`src/hdl/brpm_pkg.sv`:
```
// Shared types and constants for the banked RAM port mapper.
package brpm_pkg;

    localparam int NUM_PORTS = 4;
    localparam int Q_DEPTH   = 2;

    localparam logic [15:0] SHIFT_BLOCK_MASK = 16'h1AE0;

    localparam int CTL_OFF_BASE_6_BIT = 6;
    localparam int CTL_OFF_BASE_A_BIT = 5;
    localparam int CTL_INC_BASE_BIT   = 4;
    localparam int CTL_USE_OFFSET_BIT = 1;
    localparam int CTL_ENABLE_INC_BIT = 0;

    localparam logic [3:0] PREG_DATA0   = 4'd0;
    localparam logic [3:0] PREG_DATA1   = 4'd1;
    localparam logic [3:0] PREG_BASE0   = 4'd2;
    localparam logic [3:0] PREG_BASE1   = 4'd3;
    localparam logic [3:0] PREG_BASE2   = 4'd4;
    localparam logic [3:0] PREG_OFF0    = 4'd5;
    localparam logic [3:0] PREG_OFF1    = 4'd6;
    localparam logic [3:0] PREG_STEP0   = 4'd7;
    localparam logic [3:0] PREG_STEP1   = 4'd8;
    localparam logic [3:0] PREG_CONTROL = 4'd9;
    localparam logic [3:0] PREG_ADD_OFF = 4'd10;

    localparam logic [3:0] SREG_LANE0  = 4'd0;
    localparam logic [3:0] SREG_LANE1  = 4'd1;
    localparam logic [3:0] SREG_LANE2  = 4'd2;
    localparam logic [3:0] SREG_LANE3  = 4'd3;
    localparam logic [3:0] SREG_AMOUNT = 4'd4;
    localparam logic [3:0] SREG_SPARE  = 4'd5;
    localparam logic [3:0] SREG_ID0    = 4'd14;
    localparam logic [3:0] SREG_ID1    = 4'd15;

    localparam logic [7:0] ID0_BYTE  = 8'h10;
    localparam logic [7:0] ID1_BYTE  = 8'h51;
    localparam logic [7:0] FILL_BYTE = 8'hFF;

    typedef logic [$clog2(NUM_PORTS)-1:0] t_port_idx;

    typedef struct packed {
        logic       is_shift;
        logic       wr;
        t_port_idx  port;
        logic [3:0] reg_sel;
        logic [7:0] data;
    } t_req;

    typedef struct packed {
        logic full;
        logic empty;
    } t_q_status;

endpackage

```
`src/hdl/brpm_queue.sv`:
```
// Short request queue between the front end and the back end.
module brpm_queue (
    input  logic               i_clk,
    input  logic               i_rst_n,
    input  logic               i_push_valid,
    input  brpm_pkg::t_req     i_push_req,
    input  logic               i_pop,
    output brpm_pkg::t_req     o_head,
    output brpm_pkg::t_q_status o_status
);
    import brpm_pkg::*;

    localparam int PTR_BITS = $clog2(Q_DEPTH);
    localparam int CNT_BITS = $clog2(Q_DEPTH + 1);

    t_req                r_mem [Q_DEPTH];
    logic [PTR_BITS-1:0] r_wr_ptr;
    logic [PTR_BITS-1:0] r_rd_ptr;
    logic [CNT_BITS-1:0] r_count;
    logic                push;

    assign o_status.full  = r_count == CNT_BITS'(Q_DEPTH);
    assign o_status.empty = r_count == '0;
    assign push           = i_push_valid && !o_status.full;
    assign o_head         = r_mem[r_rd_ptr];

    always_ff @(posedge i_clk) begin
        if (!i_rst_n) begin
            r_wr_ptr <= '0;
            r_rd_ptr <= '0;
            r_count  <= '0;
        end else begin
            if (push) begin
                r_wr_ptr <= (r_wr_ptr == PTR_BITS'(Q_DEPTH - 1)) ? '0 : r_wr_ptr + 1'b1;
            end
            if (i_pop) begin
                r_rd_ptr <= (r_rd_ptr == PTR_BITS'(Q_DEPTH - 1)) ? '0 : r_rd_ptr + 1'b1;
            end
            if (push && !i_pop) begin
                r_count <= r_count + 1'b1;
            end else if (i_pop && !push) begin
                r_count <= r_count - 1'b1;
            end
        end
        if (push) begin
            r_mem[r_wr_ptr] <= i_push_req;
        end
    end

endmodule

```
`config.mk`:
```
export PLATFORM = sky130hd
export DESIGN_NAME = brpm_queue
export DESIGN_NICKNAME = d
export VERILOG_FILES = /design/src/hdl/brpm_pkg.sv /design/src/hdl/brpm_queue.sv
export SDC_FILE = /design/constraint.sdc
export NUM_CORES = 1
export LEC_CHECK = 0
export BUFFER_PORTS_ARGS = -buffer_cell sky130_fd_sc_hd__buf_4
export CAP_MARGIN = 10
export CORE_UTILIZATION = 54
export CTS_CLUSTER_DIAMETER = 100
export CTS_CLUSTER_SIZE = 40
export DETAILED_ROUTE_END_ITERATION = 6
export PLACE_DENSITY = 0.92
export SLEW_MARGIN = 15
export SYNTH_ARGS = -nofsm -noshare
export SYNTH_HDL_FRONTEND = slang
export SYNTH_SLANG_ARGS = --single-unit
```
`constraint.sdc`:
```
create_clock -name i_clk -period 4.7 [get_ports i_clk]
set_input_delay 0.705 -clock i_clk [delete_from_list [all_inputs] [get_ports i_clk]]
set_output_delay 0.705 -clock i_clk [all_outputs]
set_load 0.05 [all_outputs]
```
After elaboration in Yosys (flattened, before gate mapping)
Memory sizes are Yosys's and may differ from the RTL's. A register that Yosys moved wholly into a read port is not among the register bits. Cells that the tools add are included.

Add/subtract/negate cells: 4. Multipliers: 0. Divide/modulo/power cells: 0. Magnitude comparators: 0. Equality and inequality tests: 1. Shift-type cells: 0. Multiplexer cells: 8. Bitwise logic cells: 0. Reduce and logical (&&, ||, !) cells: 8.

Operator list (number): $mux 1 (6); $mux 2 (2); $logic_and 1x1->1 (3); $logic_not 1->1 (3); $add 1x1->1 const B (2); $add 2x1->2 const B (1); $eq 2x2->1 const B (1); $logic_not 2->1 (1); $reduce_bool 2->1 (1); $sub 2x1->2 const B (1).

Flip-flop bits (word level): 4. Latch bits: 0. RAM bits: 32. ROM bits: 0. Memories: 1.

Memories: r_mem (words 2, bits a word 16, read ports 1, clocked after Yosys merged registers in 1, wr ports 1, RTL line brpm_queue.sv:16) `t_req r_mem [Q_DEPTH];`.

Longest topological paths before layout
Depth after elaboration: 7. Gate-level depth with buffers: 7. Mapped depth without buffers: 7.

Least setup slack after synthesis
Ideal clock, no wire load.

Kind: input port to flip-flop. From: input i_push_valid. To: memory r_mem[0][0] (netlist bit) (enable). Setup time: 388 ps. Data arrival time: 1474 ps. Required time: 4312 ps. Setup slack: 2838 ps. Stages on the path: 2. Cells stage by stage: inv_1 nor3_2.

Longest elaborated chain between the ends: 3.

Ends and longest elaborated chain: start: declaration (RTL line brpm_queue.sv:5) `input logic i_push_valid,`; $logic_and 1x1->1 (RTL line brpm_queue.sv:24) `assign push = i_push_valid && !o_status.full;`; $mux 1 (RTL line brpm_queue.sv:45) `if (push) begin`; $mux 1 (implied by the code) (RTL line brpm_queue.sv:46) `r_mem[r_wr_ptr] <= i_push_req;`; end: declaration (RTL line brpm_queue.sv:16).

Every way passes these cells.

==> results by group <==
Status
  – Status: completed

Clock network
  – Cts repair resizes: 0
  – CTS H-tree depth: 2
  – Clk buf depth: 2
  – Clock transition at the registers of the reported paths: 0.10 ns
  – CTS tree: built
  – Post-CTS Hold Fix Bufs: 0
  – Setup Buffers After CTS: 0
  – Clk root buf: clkbuf_4
  – Clock Sink Count: 37
  – Worst-Skew Late Latency: ~0.32 ns
  – Number of CTS-inserted buffers: 5

Route
  – Drt first pass iters: 4
  – Detailed Route Iter0 Violations: 4
  – Post-DRT Antenna Nets: 0
  – DRT Wirelength: approximately 2200 microns
  – Drt wl/cell: roughly 15 microns
  – DRC Markers: 0
  – Vias: roughly 750
  – Post-DR vias/cell: ~5

STA
  – Tightest Pin Transition: 0.729 ns
  – Fmax: between 0.4 and 0.5 GHz
  – RSZ-0062 raised after global routing: false
  – Setup violations, final: 0
  – Setup tns final: 0 ns
  – Max transition margin: between 50% and 60%
  – Hold Fails Final Rpt: 0
  – Final worst path period share: between 50% and 60%
  – Max Clock Skew: approximately 0.011 ns
  – Post-layout min period: 2.41 ns
  – Slew Limit Fails: 0

Worst setup path
  – Arr. time, crit path: roughly 1.7 ns
  – CP required: between 3 and 4 ns
  – Critical path endpoint category: output port
  – Crit path launch type: flip-flop
  – CP max FO: 16
  – Critical path type: flip-flop to output port

Floorplanning
  – Core area: between 2000 and 2500 sq um
  – Die Width: around 53 microns
  – Starting density of the core: 59.8%
  – Row count: 17
  – Ports: 38
  – Die Y: 52.7 microns
  – Full die area: 2770 sq um

Synth
  – Synthesized Nets: 96
  – Mean post-synth cell area: about 18 sq um
  – Ys Warns: 0
  – Mapped Area: between 1000 and 1500 sq um
  – Post-Syn Instances: 75
  – Sequential area share after synthesis: around 77%
  – Synth cell types: 20
  – Yosys reg bits: 37

Layout
  – Antenna Cells: 0
  – Filler Cell Count: 152
  – Most common cell after layout, fill and taps aside: buf_4
  – Finished Core Util: between 70 and 80%
  – Final Net Count: 139
  – Layout cells sized above 1: a little over half
  – Most frequent cells in the layout: 38 x buf_4, 32 x edfxtp_1, 16 x mux2_2
  – Area growth syn-to-layout: 26.4%

Place
  – Post-DP HPWL: between 1500 and 2000 microns
  – Routability Congestion: between 0.6 and 0.7
  – Port bufs: 37

Run
  – Max_cap viols: 0

Global route
  – Remaining global-route overflow: 0
  – First-pass GRT wire length: 3580 microns
  – Vias in the first global route: between 700 and 800
  – Gr usage total: roughly 20%
  – Initial antenna violation count: 0
  – Largest net degree at the start of global routing: 17

Power and ir drop
  – Power per cell area: 453 nW/um^2
  – P_leak: between 0.6 and 0.7 nW
  – Peak supply drop: between 0.4 and 0.5 mV
  – Final total power: between 0.7 and 0.8 mW

Worst hold path
  – Hold Crit Class: flip-flop to flip-flop
-- logic make-up after synthesis --
logic type | synth area share, %
compound gates | 1.99
xor+xnor | 1.90
fa+ha+maj | 0.902
buf+inv | 1.71
flops | 76.5
mux | 13.0
simple gates | 3.97
-- sequential cells by signal (all words and copies together), names as in the netlist, named ones only --
name and flops:
r_wr_ptr 1, r_rd_ptr 1, r_mem 32, r_count 2
-- worst paths after layout --
check | from | end | slack, ns | cells after the start
max | flip-flop | o_head[10] | 2.29 | 2
min | r_count[1] | r_count[1] | 0.51 | 2
max reg2reg | r_count[0] | r_mem[0][15] | 2.91 | 4
min reg2reg | r_count[1] | r_count[1] | 0.51 | 2
-- per-layer routing --
metal	part of all wire [%]	routed length [microns]	global-route usage [%]
met1	37	826	20.6
met2	57	1290	36.3
met3	5.0	112	7.25
met4	0.76	17	7.89
met5	0	0	0
-- report_power, final --
part	switching (mW)	total (mW)	internal [mW]
clock	0.0891	0.163	0.0739
combinational	0.140	0.218	0.0774
sequential	0.0176	0.414	0.396
-- synthesized netlist by cell type, drive strengths merged --
cell type | instances | share of area (%)
nand2b | 1 | 0.45
ha | 1 | 0.90
mux2 | 16 | 13
inv | 3 | 0.81
edfxtp | 32 | 69
xor2 | 2 | 1.3
or3 | 1 | 0.45
dfxtp | 5 | 7.2
nor2 | 2 | 0.54
o21ai | 1 | 0.36
xnor2 | 1 | 0.63
o21a | 1 | 0.54
nor3 | 1 | 0.72
buf | 2 | 0.90
and2 | 3 | 1.4
a21boi | 2 | 1.1
and3 | 1 | 0.45
-- critical path, stage by stage (launching register included) --
cell and delay (ns):
dfxtp_1 0.77, mux2_2 0.42, buf_4 0.19
-- cell type report --
class	count	area [sq um]	area share, %
inverter	3	11.3	0.642
multi-input combinational	33	302	17.2
tap	28	35.0	2.00
timing repair buffer	38	285	16.3
sequential	37	1060	60.5
clock buffer	8	58.8	3.35
-- through the flow --
stage	hold slack, ns	worst slack, ns	cell area, sq um	cells
after CTS	0.517	2.25	1750	147
after global routing	0.535	2.18	1750	147
after global placement	0.483	2.64	1690	139
after detailed placement	0.499	2.63	1690	139
after floorplan	0.471	2.84	1390	75
final	0.513	2.29	1750	147
(Power assumes the default switching activity.)
