===== src/hdl/brpm_pkg.sv =====
// Shared types and constants for the banked RAM port mapper.
package brpm_pkg;

    localparam int NUM_PORTS = 4;
    localparam int Q_DEPTH   = 2;

    localparam logic [15:0] SHIFT_BLOCK_MASK = 16'h1AE0;

    localparam int CTL_OFF_BASE_6_BIT = 6;
    localparam int CTL_OFF_BASE_A_BIT = 5;
    localparam int CTL_INC_BASE_BIT   = 4;
    localparam int CTL_USE_OFFSET_BIT = 1;
    localparam int CTL_ENABLE_INC_BIT = 0;

    localparam logic [3:0] PREG_DATA0   = 4'd0;
    localparam logic [3:0] PREG_DATA1   = 4'd1;
    localparam logic [3:0] PREG_BASE0   = 4'd2;
    localparam logic [3:0] PREG_BASE1   = 4'd3;
    localparam logic [3:0] PREG_BASE2   = 4'd4;
    localparam logic [3:0] PREG_OFF0    = 4'd5;
    localparam logic [3:0] PREG_OFF1    = 4'd6;
    localparam logic [3:0] PREG_STEP0   = 4'd7;
    localparam logic [3:0] PREG_STEP1   = 4'd8;
    localparam logic [3:0] PREG_CONTROL = 4'd9;
    localparam logic [3:0] PREG_ADD_OFF = 4'd10;

    localparam logic [3:0] SREG_LANE0  = 4'd0;
    localparam logic [3:0] SREG_LANE1  = 4'd1;
    localparam logic [3:0] SREG_LANE2  = 4'd2;
    localparam logic [3:0] SREG_LANE3  = 4'd3;
    localparam logic [3:0] SREG_AMOUNT = 4'd4;
    localparam logic [3:0] SREG_SPARE  = 4'd5;
    localparam logic [3:0] SREG_ID0    = 4'd14;
    localparam logic [3:0] SREG_ID1    = 4'd15;

    localparam logic [7:0] ID0_BYTE  = 8'h10;
    localparam logic [7:0] ID1_BYTE  = 8'h51;
    localparam logic [7:0] FILL_BYTE = 8'hFF;

    typedef logic [$clog2(NUM_PORTS)-1:0] t_port_idx;

    typedef struct packed {
        logic       is_shift;
        logic       wr;
        t_port_idx  port;
        logic [3:0] reg_sel;
        logic [7:0] data;
    } t_req;

    typedef struct packed {
        logic full;
        logic empty;
    } t_q_status;

endpackage


===== src/hdl/brpm_front.sv =====
// Front end: accepts bus requests and classifies them by address.
module brpm_front (
    input  logic          i_clk,
    input  logic          i_rst_n,
    input  logic          i_valid,
    output logic          o_stall,
    input  logic          i_cmd,
    input  logic [15:0]   i_bus_address,
    input  logic [7:0]    i_write_byte,
    input  logic          i_q_full,
    output logic          o_req_valid,
    output brpm_pkg::t_req o_req
);
    import brpm_pkg::*;

    logic r_valid;
    t_req r_req;
    t_req n_req;
    logic take;

    assign o_stall     = r_valid && i_q_full;
    assign take        = i_valid && !o_stall;
    assign o_req_valid = r_valid;
    assign o_req       = r_req;

    always_comb begin
        n_req.is_shift = (i_bus_address & SHIFT_BLOCK_MASK) == SHIFT_BLOCK_MASK;
        n_req.wr       = i_cmd;
        n_req.port     = i_bus_address[5:4];
        n_req.reg_sel  = i_bus_address[3:0];
        n_req.data     = i_write_byte;
    end

    always_ff @(posedge i_clk) begin
        if (!i_rst_n) begin
            r_valid <= 1'b0;
        end else if (take) begin
            r_valid <= 1'b1;
        end else if (!i_q_full) begin
            r_valid <= 1'b0;
        end
        if (take) begin
            r_req <= n_req;
        end
    end

endmodule


===== config.mk =====
export PLATFORM = sky130hd
export DESIGN_NAME = brpm_front
export DESIGN_NICKNAME = d
export VERILOG_FILES = /design/src/hdl/brpm_pkg.sv /design/src/hdl/brpm_front.sv
export SDC_FILE = /design/constraint.sdc
export NUM_CORES = 1
export LEC_CHECK = 0
export BUFFER_PORTS_ARGS = -buffer_cell sky130_fd_sc_hd__buf_4
export CAP_MARGIN = 5
export CELL_PAD_IN_SITES_DETAIL_PLACEMENT = 0
export CELL_PAD_IN_SITES_GLOBAL_PLACEMENT = 2
export CORE_MARGIN = 2
export CORE_UTILIZATION = 21
export DETAILED_ROUTE_END_ITERATION = 16
export HOLD_SLACK_MARGIN = 0.08
export PLACE_DENSITY_LB_ADDON = 0.1
export SLEW_MARGIN = 10
export SYNTH_ARGS = -nofsm -noshare
export SYNTH_HDL_FRONTEND = slang
export SYNTH_SLANG_ARGS = --single-unit

===== constraint.sdc =====
create_clock -name i_clk -period 2.1 [get_ports i_clk]
set_clock_uncertainty 0.05 [all_clocks]
set_input_delay 0.315 -clock i_clk [delete_from_list [all_inputs] [get_ports i_clk]]
set_output_delay 0.315 -clock i_clk [all_outputs]
set_load 0.02 [all_outputs]

=== Word level (Yosys, flattened, before mapping) ===
Index checks and enable logic that the tools add are counted.
W data, S select, Z words.

* Flip-flop bits (word level): 17
* Bits in latches: 0
* Memory bits (writable): 0
* Memory bits (read-only): 0
* Bits of input ports: 29
* Output and inout port bits: 18
* Word-level logic and storage cells: 13
* Memories: 0

* Add/subtract/negate cells: 0
* Multiply operators: 0
* Div/mod/pow operators: 0
* Order comparisons: 0
* Equality and inequality tests: 2
* Shifts and indexed selects: 0
* Mux-type cells: 2
* Bitwise operators: 0
* Reductions and logical operators: 3

{| class="wikitable"
|+ Operators with widths
! cell !! number
|-
| $eq A6 B6 Y1 const B || 1
|-
| $logic_and A1 B1 Y1 || 2
|-
| $mux W1 || 2
|-
| $ne A2 B1 Y1 const B || 1
|-
| $logic_not A1 Y1 || 1
|}

=== Longest topological paths before layout ===
Gate-level depths: netlist of run 1.

* Depth after elaboration: 4
* Mapped depth: 2
* Depth with buffers taken out: 2

=== Worst setup path before layout of run 1 ===
Ideal clock, no wire load.

* Kind: register to register
* From: register r_valid, in the netlist o_req_valid
* To: register r_req, in the netlist o_req[0] (enable)
* Library setup time: 390 ps
* Arrival: 1,308 ps
* Data required time: 1,660 ps
* Slack: 352 ps
* Stages on the path, launching flop included: 3
* Buffers on the path: 0
* Period minus slack after synthesis: 1,748 ps
* Cells stage by stage: dfxtp_1 > and2_4 > nor2b_1

* Cells in the longest elaborated chain, start to end: 3

{| class="wikitable"
|+ Ends and longest elaborated chain
! element !! line !! text
|-
| start, declared || brpm_front.sv:16 || <nowiki>logic r_valid;</nowiki>
|-
| start signal, assigned || brpm_front.sv:36 || <nowiki>r_valid <= 1'b0;</nowiki>
|-
| start signal, assigned || brpm_front.sv:38 || <nowiki>r_valid <= 1'b1;</nowiki>
|-
| start signal, assigned || brpm_front.sv:40 || <nowiki>r_valid <= 1'b0;</nowiki>
|-
| $logic_and A1 B1 Y1 || brpm_front.sv:21 || <nowiki>assign o_stall = r_valid && i_q_full;</nowiki>
|-
| net o_stall || brpm_front.sv:6 || <nowiki>output logic o_stall,</nowiki>
|-
| $logic_not A1 Y1 || brpm_front.sv:22 || <nowiki>assign take = i_valid && !o_stall;</nowiki>
|-
| $logic_and A1 B1 Y1 || brpm_front.sv:22 ||
|-
| net take || brpm_front.sv:19 || <nowiki>logic take;</nowiki>
|-
| end signal, assigned || brpm_front.sv:43 || <nowiki>r_req <= n_req;</nowiki>
|-
| end, declared || brpm_front.sv:17 || <nowiki>t_req r_req;</nowiki>
|}

The timed path passes the listed nets, and every way through them passes these cells.
A chain may end at the register's enable or synchronous reset.

=== Worst setup path after layout of run 1 ===
* From: register r_valid, in the netlist o_req_valid
* To: output o_stall

* Cells in the longest elaborated chain, start to end: 1

{| class="wikitable"
|+ Ends and longest elaborated chain
! element !! line
|-
| $logic_and A1 B1 Y1 || brpm_front.sv:21
|-
| end, declared || brpm_front.sv:6
|}

Every way passes these cells.

==> flow_summary.toml, run 1 <==
[logic_synthesis]
ys_types = 8
syn_inst = 23
synth_edf_count = 16
synth_area_leaders = "edfxtp_1 (90%), dfxtp_1 (3.7%), and2_4 (1.6%), o21a_1 (1.4%), nand4_1 (1.2%)"
syn_nets = 52
yosysWarningCount = 0
synth_compound_area_share_pct = 1.40
synthMuxAreaShare_pct = 0
synth_area_um2 = 537
synth_xor_area_share_pct = 0
post_synth_and_or_nand_nor_area_fraction_pct = 5.36
synth_top_area_share_pct = 89.5
synth_most_common_cell = "edfxtp_1"
synthAdderAreaFrac_pct = 0
synth_seq_area_share_pct = 93.2
async_flop_share_pct = 0
ys_seq_elements = 17
synth_ff_type = "edfxtp_1"
synth_area_leader_cell = "edfxtp_1"
synth_top_family_by_area = "simple AND/OR/NAND/NOR gates"
syn_avg_cell_area_um2 = 23.3

[power_and_ir_drop]
leakagePower_nw = 0.399
vdd_drop_max_mv = 0.299
cellPowerDensity_mw_per_mm2 = 728
p_total_w = 0.000672

[cts]
clk_pin_slew_ns = 0.10
cts_sinks = 17
cts_buffers = 3
cts_root_buf = "clkbuf_4"
cts_buffer_depth = 2
clkLatencyLatePin_ns = 0.28
ctsResizeCount = 0
cts_tree = "built"
htree_levels = 1
hold_buffers = 0
postCtsSetupRepairBufs = 0

[detailed_routing]
drc_errors = 0
firstDrtPassIters = 2
drt_iter0_drc = 3
vias = 371
routedWlPerCell_um = 10.1
wirelength_um = 1010
vias_per_cell = 3.71
drtAntennaViolNets = 0

[layout]
nets = 100
antenna_cells = 0
drive_gt1_share_pct = 67.1
syn2layout_area_growth_pct = 72.0

[critical_path]
start_kind = "register"
required_ns = 1.74
worst-path-max-fanout = 3
worst_path_max_delay_cell = "dfxtp_1"
critPathTopFamily = "flip-flops"
worstSetupPathType = "reg -> out"
cp-end-kind = "output pin"
crit_chain = "and2_4, buf_4"
crit_buf_inv = 1
max_stage_delay_ns = 0.34
cp.arrival_ns = 0.89

[placement]
io_buffers = 41
dp_hpwl_um = 832
gp_congestion = 0.577

[floorplanning]
coreArea_mm2 = 0.00245
die_y_um = 54.6
ioPinCount = 47
die_x_um = 54.6
start_util_pct = 21.9
dieArea_mm2 = 0.00298
placementRows = 18

[timing]
setup_tns_ns = 0
tightest_slew_ns = 0.150
fmax_ghz = 0.795
max_slew_margin_pct = 90.0
period_needed_ns = 1.26
rsz0062_at_grt = "no"
finalHoldViolations = 0
drv_slew = 0
finalSetupViolCount = 0
period_share_pct = 59.9

[global_route]
grt_max_degree = 10
gr-total-overflow = 0
grt_pass1_wl_um = 1460
grt_pass1_vias = 354
grt_util_all_layers_pct = 7.44
antenna_found_initial = 0

[status]
outcome = "finished, final reports clean"

[worst_hold_path]
worst_hold_path_type = "in -> reg"

[job]
cap_viol_max_count = 0
## area by class of cell
| class | count | area (um^2) |
|---|---|---|
| Timing Repair Buffer | 43 | 323 |
| Sequential cell | 17 | 500 |
| Multi-Input combinational cell | 6 | 36.3 |
| Fill cell | 240 | 1530 |
| Clock buffer | 4 | 26.3 |
| Tap cell | 30 | 37.5 |
## state kept, by name, indices dropped and copies added, names as in the netlist
register / flops
o_req: 16
o_req_valid: 1
## metal layers
metal | global-route usage [%] | vias up | share of wire (%)
li1 | - | 182 | -
met1 | 7.38 | 171 | 32
met2 | 13.1 | 18 | 60
met3 | 2.46 | 0 | 7.1
met4 | 5.00 | 0 | 0
met5 | 0 | - | 0
## power breakdown
part	internal, W	switching [W]	leakage [nW]	total (W)
logic	0.0000558	0.0000462	0.221	0.000102
clock network	0.0000737	0.0000988	0.0150	0.000173
registers	0.000393	0.00000489	0.163	0.000398
total	0.000523	0.000150	0.399	0.000672
## logic make-up after synthesis
group,after synthesis
flops,17
simple gates,5
compound gates,1
## cells in the final DEF (no fill, tap or decap)
cell type and n:
nor2b_1 1, clkbuf_4 3, nand2_1 1, and2_4 1, nor2_1 1, dfxtp_1 1, nand4_1 1, clkbuf_1 1
buf_4 43, o21a_1 1, edfxtp_1 16
## path summary, 6_finish.rpt
path                   start           to  slack [ns]  cells past startpoint
max              o_req_valid      o_stall        0.84                      2
min          i_write_byte[7]     o_req[7]        0.15                      1
max reg2reg      o_req_valid    o_req[11]        0.96                      3
min reg2reg      o_req_valid  o_req_valid        0.55                      2
## per-stage QoR
stage | instance area, um^2 | utilization, % | hold WS, ns | worst slack (ns) | cells
after global placement | 897 | 36.5 | 0.444 | 0.814 | 96
after floorplan | 537 | - | 0.364 | 0.352 | 23
after CTS | 923 | 37.6 | 0.137 | 0.825 | 100
after detailed placement | 897 | 36.5 | 0.444 | 0.822 | 96
after global routing | 923 | 37.6 | 0.131 | 0.793 | 100
final | 923 | 37.6 | 0.150 | 0.842 | 100
(Power assumes the default switching activity.)
==> run 2, diff against run 1 <==
--- a/config.mk
+++ b/config.mk
@@ -5,6 +5,7 @@
 export SDC_FILE = /design/constraint.sdc
 export NUM_CORES = 1
 export LEC_CHECK = 0
+export ABC_AREA = 1
 export BUFFER_PORTS_ARGS = -buffer_cell sky130_fd_sc_hd__buf_4
 export CAP_MARGIN = 5
 export CELL_PAD_IN_SITES_DETAIL_PLACEMENT = 0
==> constraint.sdc (replaced) <==
create_clock -name i_clk -period 1.25 [get_ports i_clk]
set_clock_uncertainty 0.05 [all_clocks]
set_input_delay 0.1875 -clock i_clk [delete_from_list [all_inputs] [get_ports i_clk]]
set_output_delay 0.1875 -clock i_clk [all_outputs]
set_load 0.02 [all_outputs]
==> run 2 against run 1 <==
Synthesized area up 4.0%. Clock power up 63%. Highest routed layer unchanged. Critical path type unchanged. Global-route usage up 1.2 points. Final cell count up 21%.
==> flow_summary.toml, run 2 <==
[status]
outcome = "finished, final reports clean"

[global_route]
grt_pass1_vias = 452
gr-total-overflow = 0
grt_util_all_layers_pct = 8.67
grt_max_degree = 17
grt_pass1_wl_um = 2000
antenna_found_initial = 0

[cts]
cts_buffers = 3
htree_levels = 1
clkLatencyLatePin_ns = 0.28
cts_sinks = 17
postCtsSetupRepairBufs = 0
clk_pin_slew_ns = 0.10
cts_buffer_depth = 2
cts_tree = "built"
cts_root_buf = "clkbuf_4"

[critical_path]
reg2reg_to = "o_req[2]"
reg2reg_slack_ns = 0.21
worstSetupPathType = "reg -> out"
rr_worst_depth = 4
crit_chain = "nand2_2, inv_2, buf_4"
worst_path_max_delay_cell = "dfxtp_1"
cp.arrival_ns = 0.93
required_ns = 1.01
worst-path-max-fanout = 2
start_kind = "register"
reg2reg_from = "o_req_valid"
max_stage_delay_ns = 0.36
cp-end-kind = "output pin"

[power_and_ir_drop]
cellPowerDensity_mw_per_mm2 = 1050
p_total_w = 0.00117
leakagePower_nw = 0.499
vdd_drop_max_mv = 0.500

[logic_synthesis]
synth_most_common_cell = "edfxtp_1"
synth_ff_type = "edfxtp_1"
ys_seq_elements = 17
yosysWarningCount = 0
ys_types = 9
yosys-top-cells-count = "edfxtp_1 (16), nand2_1 (4), inv_1 (3)"
synth_area_leaders = "edfxtp_1 (86%), dfxtp_1 (3.6%), nand2_1 (2.7%), a21boi_2 (2.0%), inv_1 (2.0%)"
syn_inst = 29
syn_nets = 58
synth_area_leader_cell = "edfxtp_1"
synth_top_area_share_pct = 86.1
async_flop_share_pct = 0
synth_area_um2 = 558
syn_avg_cell_area_um2 = 19.2
synth_seq_area_share_pct = 89.7
synth_edf_count = 16

[detailed_routing]
drc_errors = 0
vias = 456
firstDrtPassIters = 5
wirelength_um = 1230
routedWlPerCell_um = 10.2
vias_per_cell = 3.77
drtAntennaViolNets = 0
drt_iter0_drc = 11

[floorplanning]
coreArea_mm2 = 0.00250
start_util_pct = 22.3
placementRows = 18
dieArea_mm2 = 0.00309
die_x_um = 55.6
ioPinCount = 47
die_y_um = 55.6

[layout]
fillers = 243
antenna_cells = 0
nets = 121
largest_reg_flops = 16
syn2layout_area_growth_pct = 100
final_cell_mix = "buf_4 (41), dlygate4sd3_1 (16), edfxtp_1 (16)"
postLayoutCoreUtil_pct = 44.7
layout.cells.non_filler = 121
final_common_cell = "buf_4"
drive_gt1_share_pct = 56.0
design_area_mm2 = 0.00112

[timing]
fmax_ghz = 0.860
finalSetupViolCount = 0
max_slew_margin_pct = 91.2
period_needed_ns = 1.16
finalHoldViolations = 0
drv_slew = 0
rsz0062_at_grt = "no"
tightest_slew_ns = 0.133
period_share_pct = 93.1
setup_tns_ns = 0

[worst_hold_path]
worstHoldStart = "i_q_full"
hold_end = "o_req_valid"
worst_hold_path_type = "in -> reg"
whs_path_depth = 3

[job]
cap_viol_max_count = 0

[placement]
gp_congestion = 0.678
placed_cell_area_um2 = 931
dp.cells = 101
io_buffers = 41
run 2: cell types whose count changed after synthesis, sizes merged:
cell / change
nor2b: -1
and2: -1
a21boi: +1
o21a: -1
nand2: +4
nand4: -1
inv: +4
nor2: +1
run 2: timing repair:
item                      in CTS  in global routing
hold endpoints to repair      16                  0
hold buffers                  16                  0
gates resized for setup        0                  0
run 2: where the power goes:
group | switching, W | leakage, nW | internal, W | total [W]
clock network | 0.000163 | 0.0177 | 0.000119 | 0.000282
logic | 0.0000917 | 0.318 | 0.000131 | 0.000222
registers | 0.00000974 | 0.163 | 0.000661 | 0.000670
run 2: cell type report:
class / count / area (um^2) / share of cell area [%]
clock buffers: 3 / 22.5 / 2.01
flip-flops and latches: 17 / 500 / 44.7
inverters: 4 / 15.0 / 1.34
multi-input cells: 8 / 50.0 / 4.47
well taps: 30 / 37.5 / 3.36
clock inverters: 1 / 5.00 / 0.447
repair buffers: 58 / 488 / 43.6
run 2: logic make-up (layout without fill, tap and decap cells):
family                 after synthesis  in the layout  synth area share (%)
buffers and inverters                4             66                  2.69
flip-flops                          17             17                  89.7
AND/OR/NAND/NOR                      7              7                  5.61
AO/OA/AOI/OAI                        1              1                  2.02
run 2: metal layers:
| layer | track usage [%] | vias to the layer above | share of wire [%] |
|---|---|---|---|
| met5 | 0 | - | 0 |
| met4 | 4.18 | 0 | 0 |
| met3 | 3.04 | 0 | 8.0 |
| met2 | 15.0 | 23 | 57 |
| met1 | 9.38 | 207 | 35 |
| li1 | - | 226 | - |
run 2: worst max-delay path: cells and delay by family (launching register included):
| family | cells | cell delay [ns] |
|---|---|---|
| flops | 1 | 0.36 |
| buf+inv | 2 | 0.22 |
| simple gates | 1 | 0.07 |
run 2: per-stage QoR:
step / hold slack (ns) / worst slack [ns]
6_report: 0.119 / 0.0866
4_1_cts: 0.110 / 0.0682
3_5_place_dp: 0.317 / 0.219
3_3_place_gp: 0.316 / 0.216
5_1_grt: 0.113 / 0.00930
2_1_floorplan: 0.236 / 0.0294
run 2: how the worst max path moves through the flow:
stage | start | depth (start not counted) | end | slack (ns)
floorplan | o_req_valid | 3 | o_req[0] | 0.03
global placement | i_q_full | 5 | o_req[11] | 0.22
detailed placement | i_q_full | 5 | o_req[11] | 0.22
CTS | o_req_valid | 3 | o_stall | 0.07
global route | o_req_valid | 3 | o_stall | 0.009
finish | o_req_valid | 3 | o_stall | 0.09
==> run 3, diff against run 2 <==
--- a/config.mk
+++ b/config.mk
@@ -8,13 +8,11 @@
 export ABC_AREA = 1
 export BUFFER_PORTS_ARGS = -buffer_cell sky130_fd_sc_hd__buf_4
 export CAP_MARGIN = 5
-export CELL_PAD_IN_SITES_DETAIL_PLACEMENT = 0
-export CELL_PAD_IN_SITES_GLOBAL_PLACEMENT = 2
 export CORE_MARGIN = 2
-export CORE_UTILIZATION = 21
+export CORE_UTILIZATION = 35
 export DETAILED_ROUTE_END_ITERATION = 16
 export HOLD_SLACK_MARGIN = 0.08
-export PLACE_DENSITY_LB_ADDON = 0.1
+export PLACE_DENSITY = 0.74
 export SLEW_MARGIN = 10
 export SYNTH_ARGS = -nofsm -noshare
 export SYNTH_HDL_FRONTEND = slang
==> run 3 against run 2 <==
Clock power about the same. Register-to-register slack about the same. Setup slack better by 0.019 ns. Flip-flop and latch count unchanged. Combinational power about the same. Fmax up 1.6%. Count of clock-buffer cells in the layout unchanged. Routed wire length down 6.0%. Non-clock buffer count down 1. Critical path type unchanged. Largest cell class unchanged.
==> flow_summary.toml, run 3 (same netlist as run 2, synthesis figures left out) <==
[status]
outcome = "finished, final reports clean"

[timing]
period_needed_ns = 1.14
finalSetupViolCount = 0
finalHoldViolations = 0
drv_slew = 0
fmax_ghz = 0.874
period_share_pct = 91.6
holdWs_ns = 0.0909
max_slew_margin_pct = 91.0
setup_tns_ns = 0
rsz0062_at_grt = "no"
tightest_slew_ns = 0.135

[cts]
postCtsSetupRepairBufs = 0
cts_sinks = 17
clkLatencyLatePin_ns = 0.28
cts_buffers = 3
clk_pin_slew_ns = 0.09
cts_root_buf = "clkbuf_4"
cts_buffer_depth = 2
htree_levels = 1
cts_tree = "built"

[global_route]
grt_util_all_layers_pct = 13.7
grt_pass1_vias = 415
antenna_found_initial = 0
grt_pass1_wl_um = 1770
grt_max_degree = 17
gr-total-overflow = 0

[power_and_ir_drop]
vdd_drop_max_mv = 0.755
p_total_w = 0.00117
cellPowerDensity_mw_per_mm2 = 1070
leakagePower_nw = 0.495

[layout]
final_common_cell = "buf_4"
final_cell_mix = "buf_4 (41), edfxtp_1 (16), dlygate4sd3_1 (15)"
nets = 120
fillers = 110
layout.cells.non_filler = 106
syn2layout_area_growth_pct = 95.7
drive_gt1_share_pct = 57.8
postLayoutCoreUtil_pct = 72.5
antenna_cells = 0
largest_reg_flops = 16

[floorplanning]
dieArea_mm2 = 0.00193
coreArea_mm2 = 0.00151
die_y_um = 43.9
start_util_pct = 37.0
ioPinCount = 47
placementRows = 14
die_x_um = 43.9

[detailed_routing]
vias_per_cell = 4.36
wirelength_um = 1160
vias = 462
routedWlPerCell_um = 10.9
drc_errors = 0
firstDrtPassIters = 2
drt_iter0_drc = 4
drtAntennaViolNets = 0

[critical_path]
cp.arrival_ns = 0.91
crit_start = "o_req_valid"
required_ns = 1.01
reg2reg_from = "o_req_valid"
start_kind = "register"
cp-end-kind = "output pin"
worst-path-max-fanout = 2
reg2reg_slack_ns = 0.21
worstSetupPathType = "reg -> out"

[placement]
dp_hpwl_um = 830
dp.cells = 87
gp_congestion = 0.622
io_buffers = 41

[worst_hold_path]
worst_hold_path_type = "in -> reg"
worstHoldStart = "i_rst_n"

[job]
cap_viol_max_count = 0
run 3: critical path: stages (launching register included):
cell,delay [ns]
dfxtp_2,0.35
nand2_2,0.06
inv_2,0.07
buf_4,0.14
run 3: per-stage QoR:
stage | setup slack (ns) | instance area [um^2]
3_5_place_dp | 0.212 | 913
2_1_floorplan | 0.0294 | 566
4_1_cts | 0.0518 | 1090
5_1_grt | 0.0393 | 1090
3_3_place_gp | 0.233 | 913
6_report | 0.105 | 1090
run 3: worst paths after layout:
path,to,cells past startpoint
worst max-delay path,o_stall,3
worst min-delay path,o_req_valid,2
worst max register to register,o_req[1],4
worst min register to register,o_req_valid,2
run 3: layout make-up:
type                       count  area, um^2  share of cell area, %
clock inverter                 1        5.00                  0.458
clock buffer                   3        22.5                   2.06
multi-input combinational      8        50.0                   4.58
inverter                       4        15.0                   1.37
tap                           16        20.0                   1.83
sequential                    17         502                   45.9
timing repair buffer          57         478                   43.8
run 3: repair_timing:
item,CTS,global route
endpoints found under the setup margin,0,1
hold endpoints to repair,15,0
gates resized for setup,0,1
hold buffers,15,0
run 3: layer usage:
layer	track usage (%)	vias up	wire, um
li1	-	222	-
met1	15.7	203	453
met2	20.6	37	529
met3	6.25	0	172
met4	9.09	0	0
met5	0	-	0
run 3: power by group:
group,switching (W),internal (W),leakage (nW)
Sequential,0.00000966,0.000661,0.164
Clock,0.000162,0.000119,0.0177
Combinational,0.0000921,0.000129,0.314
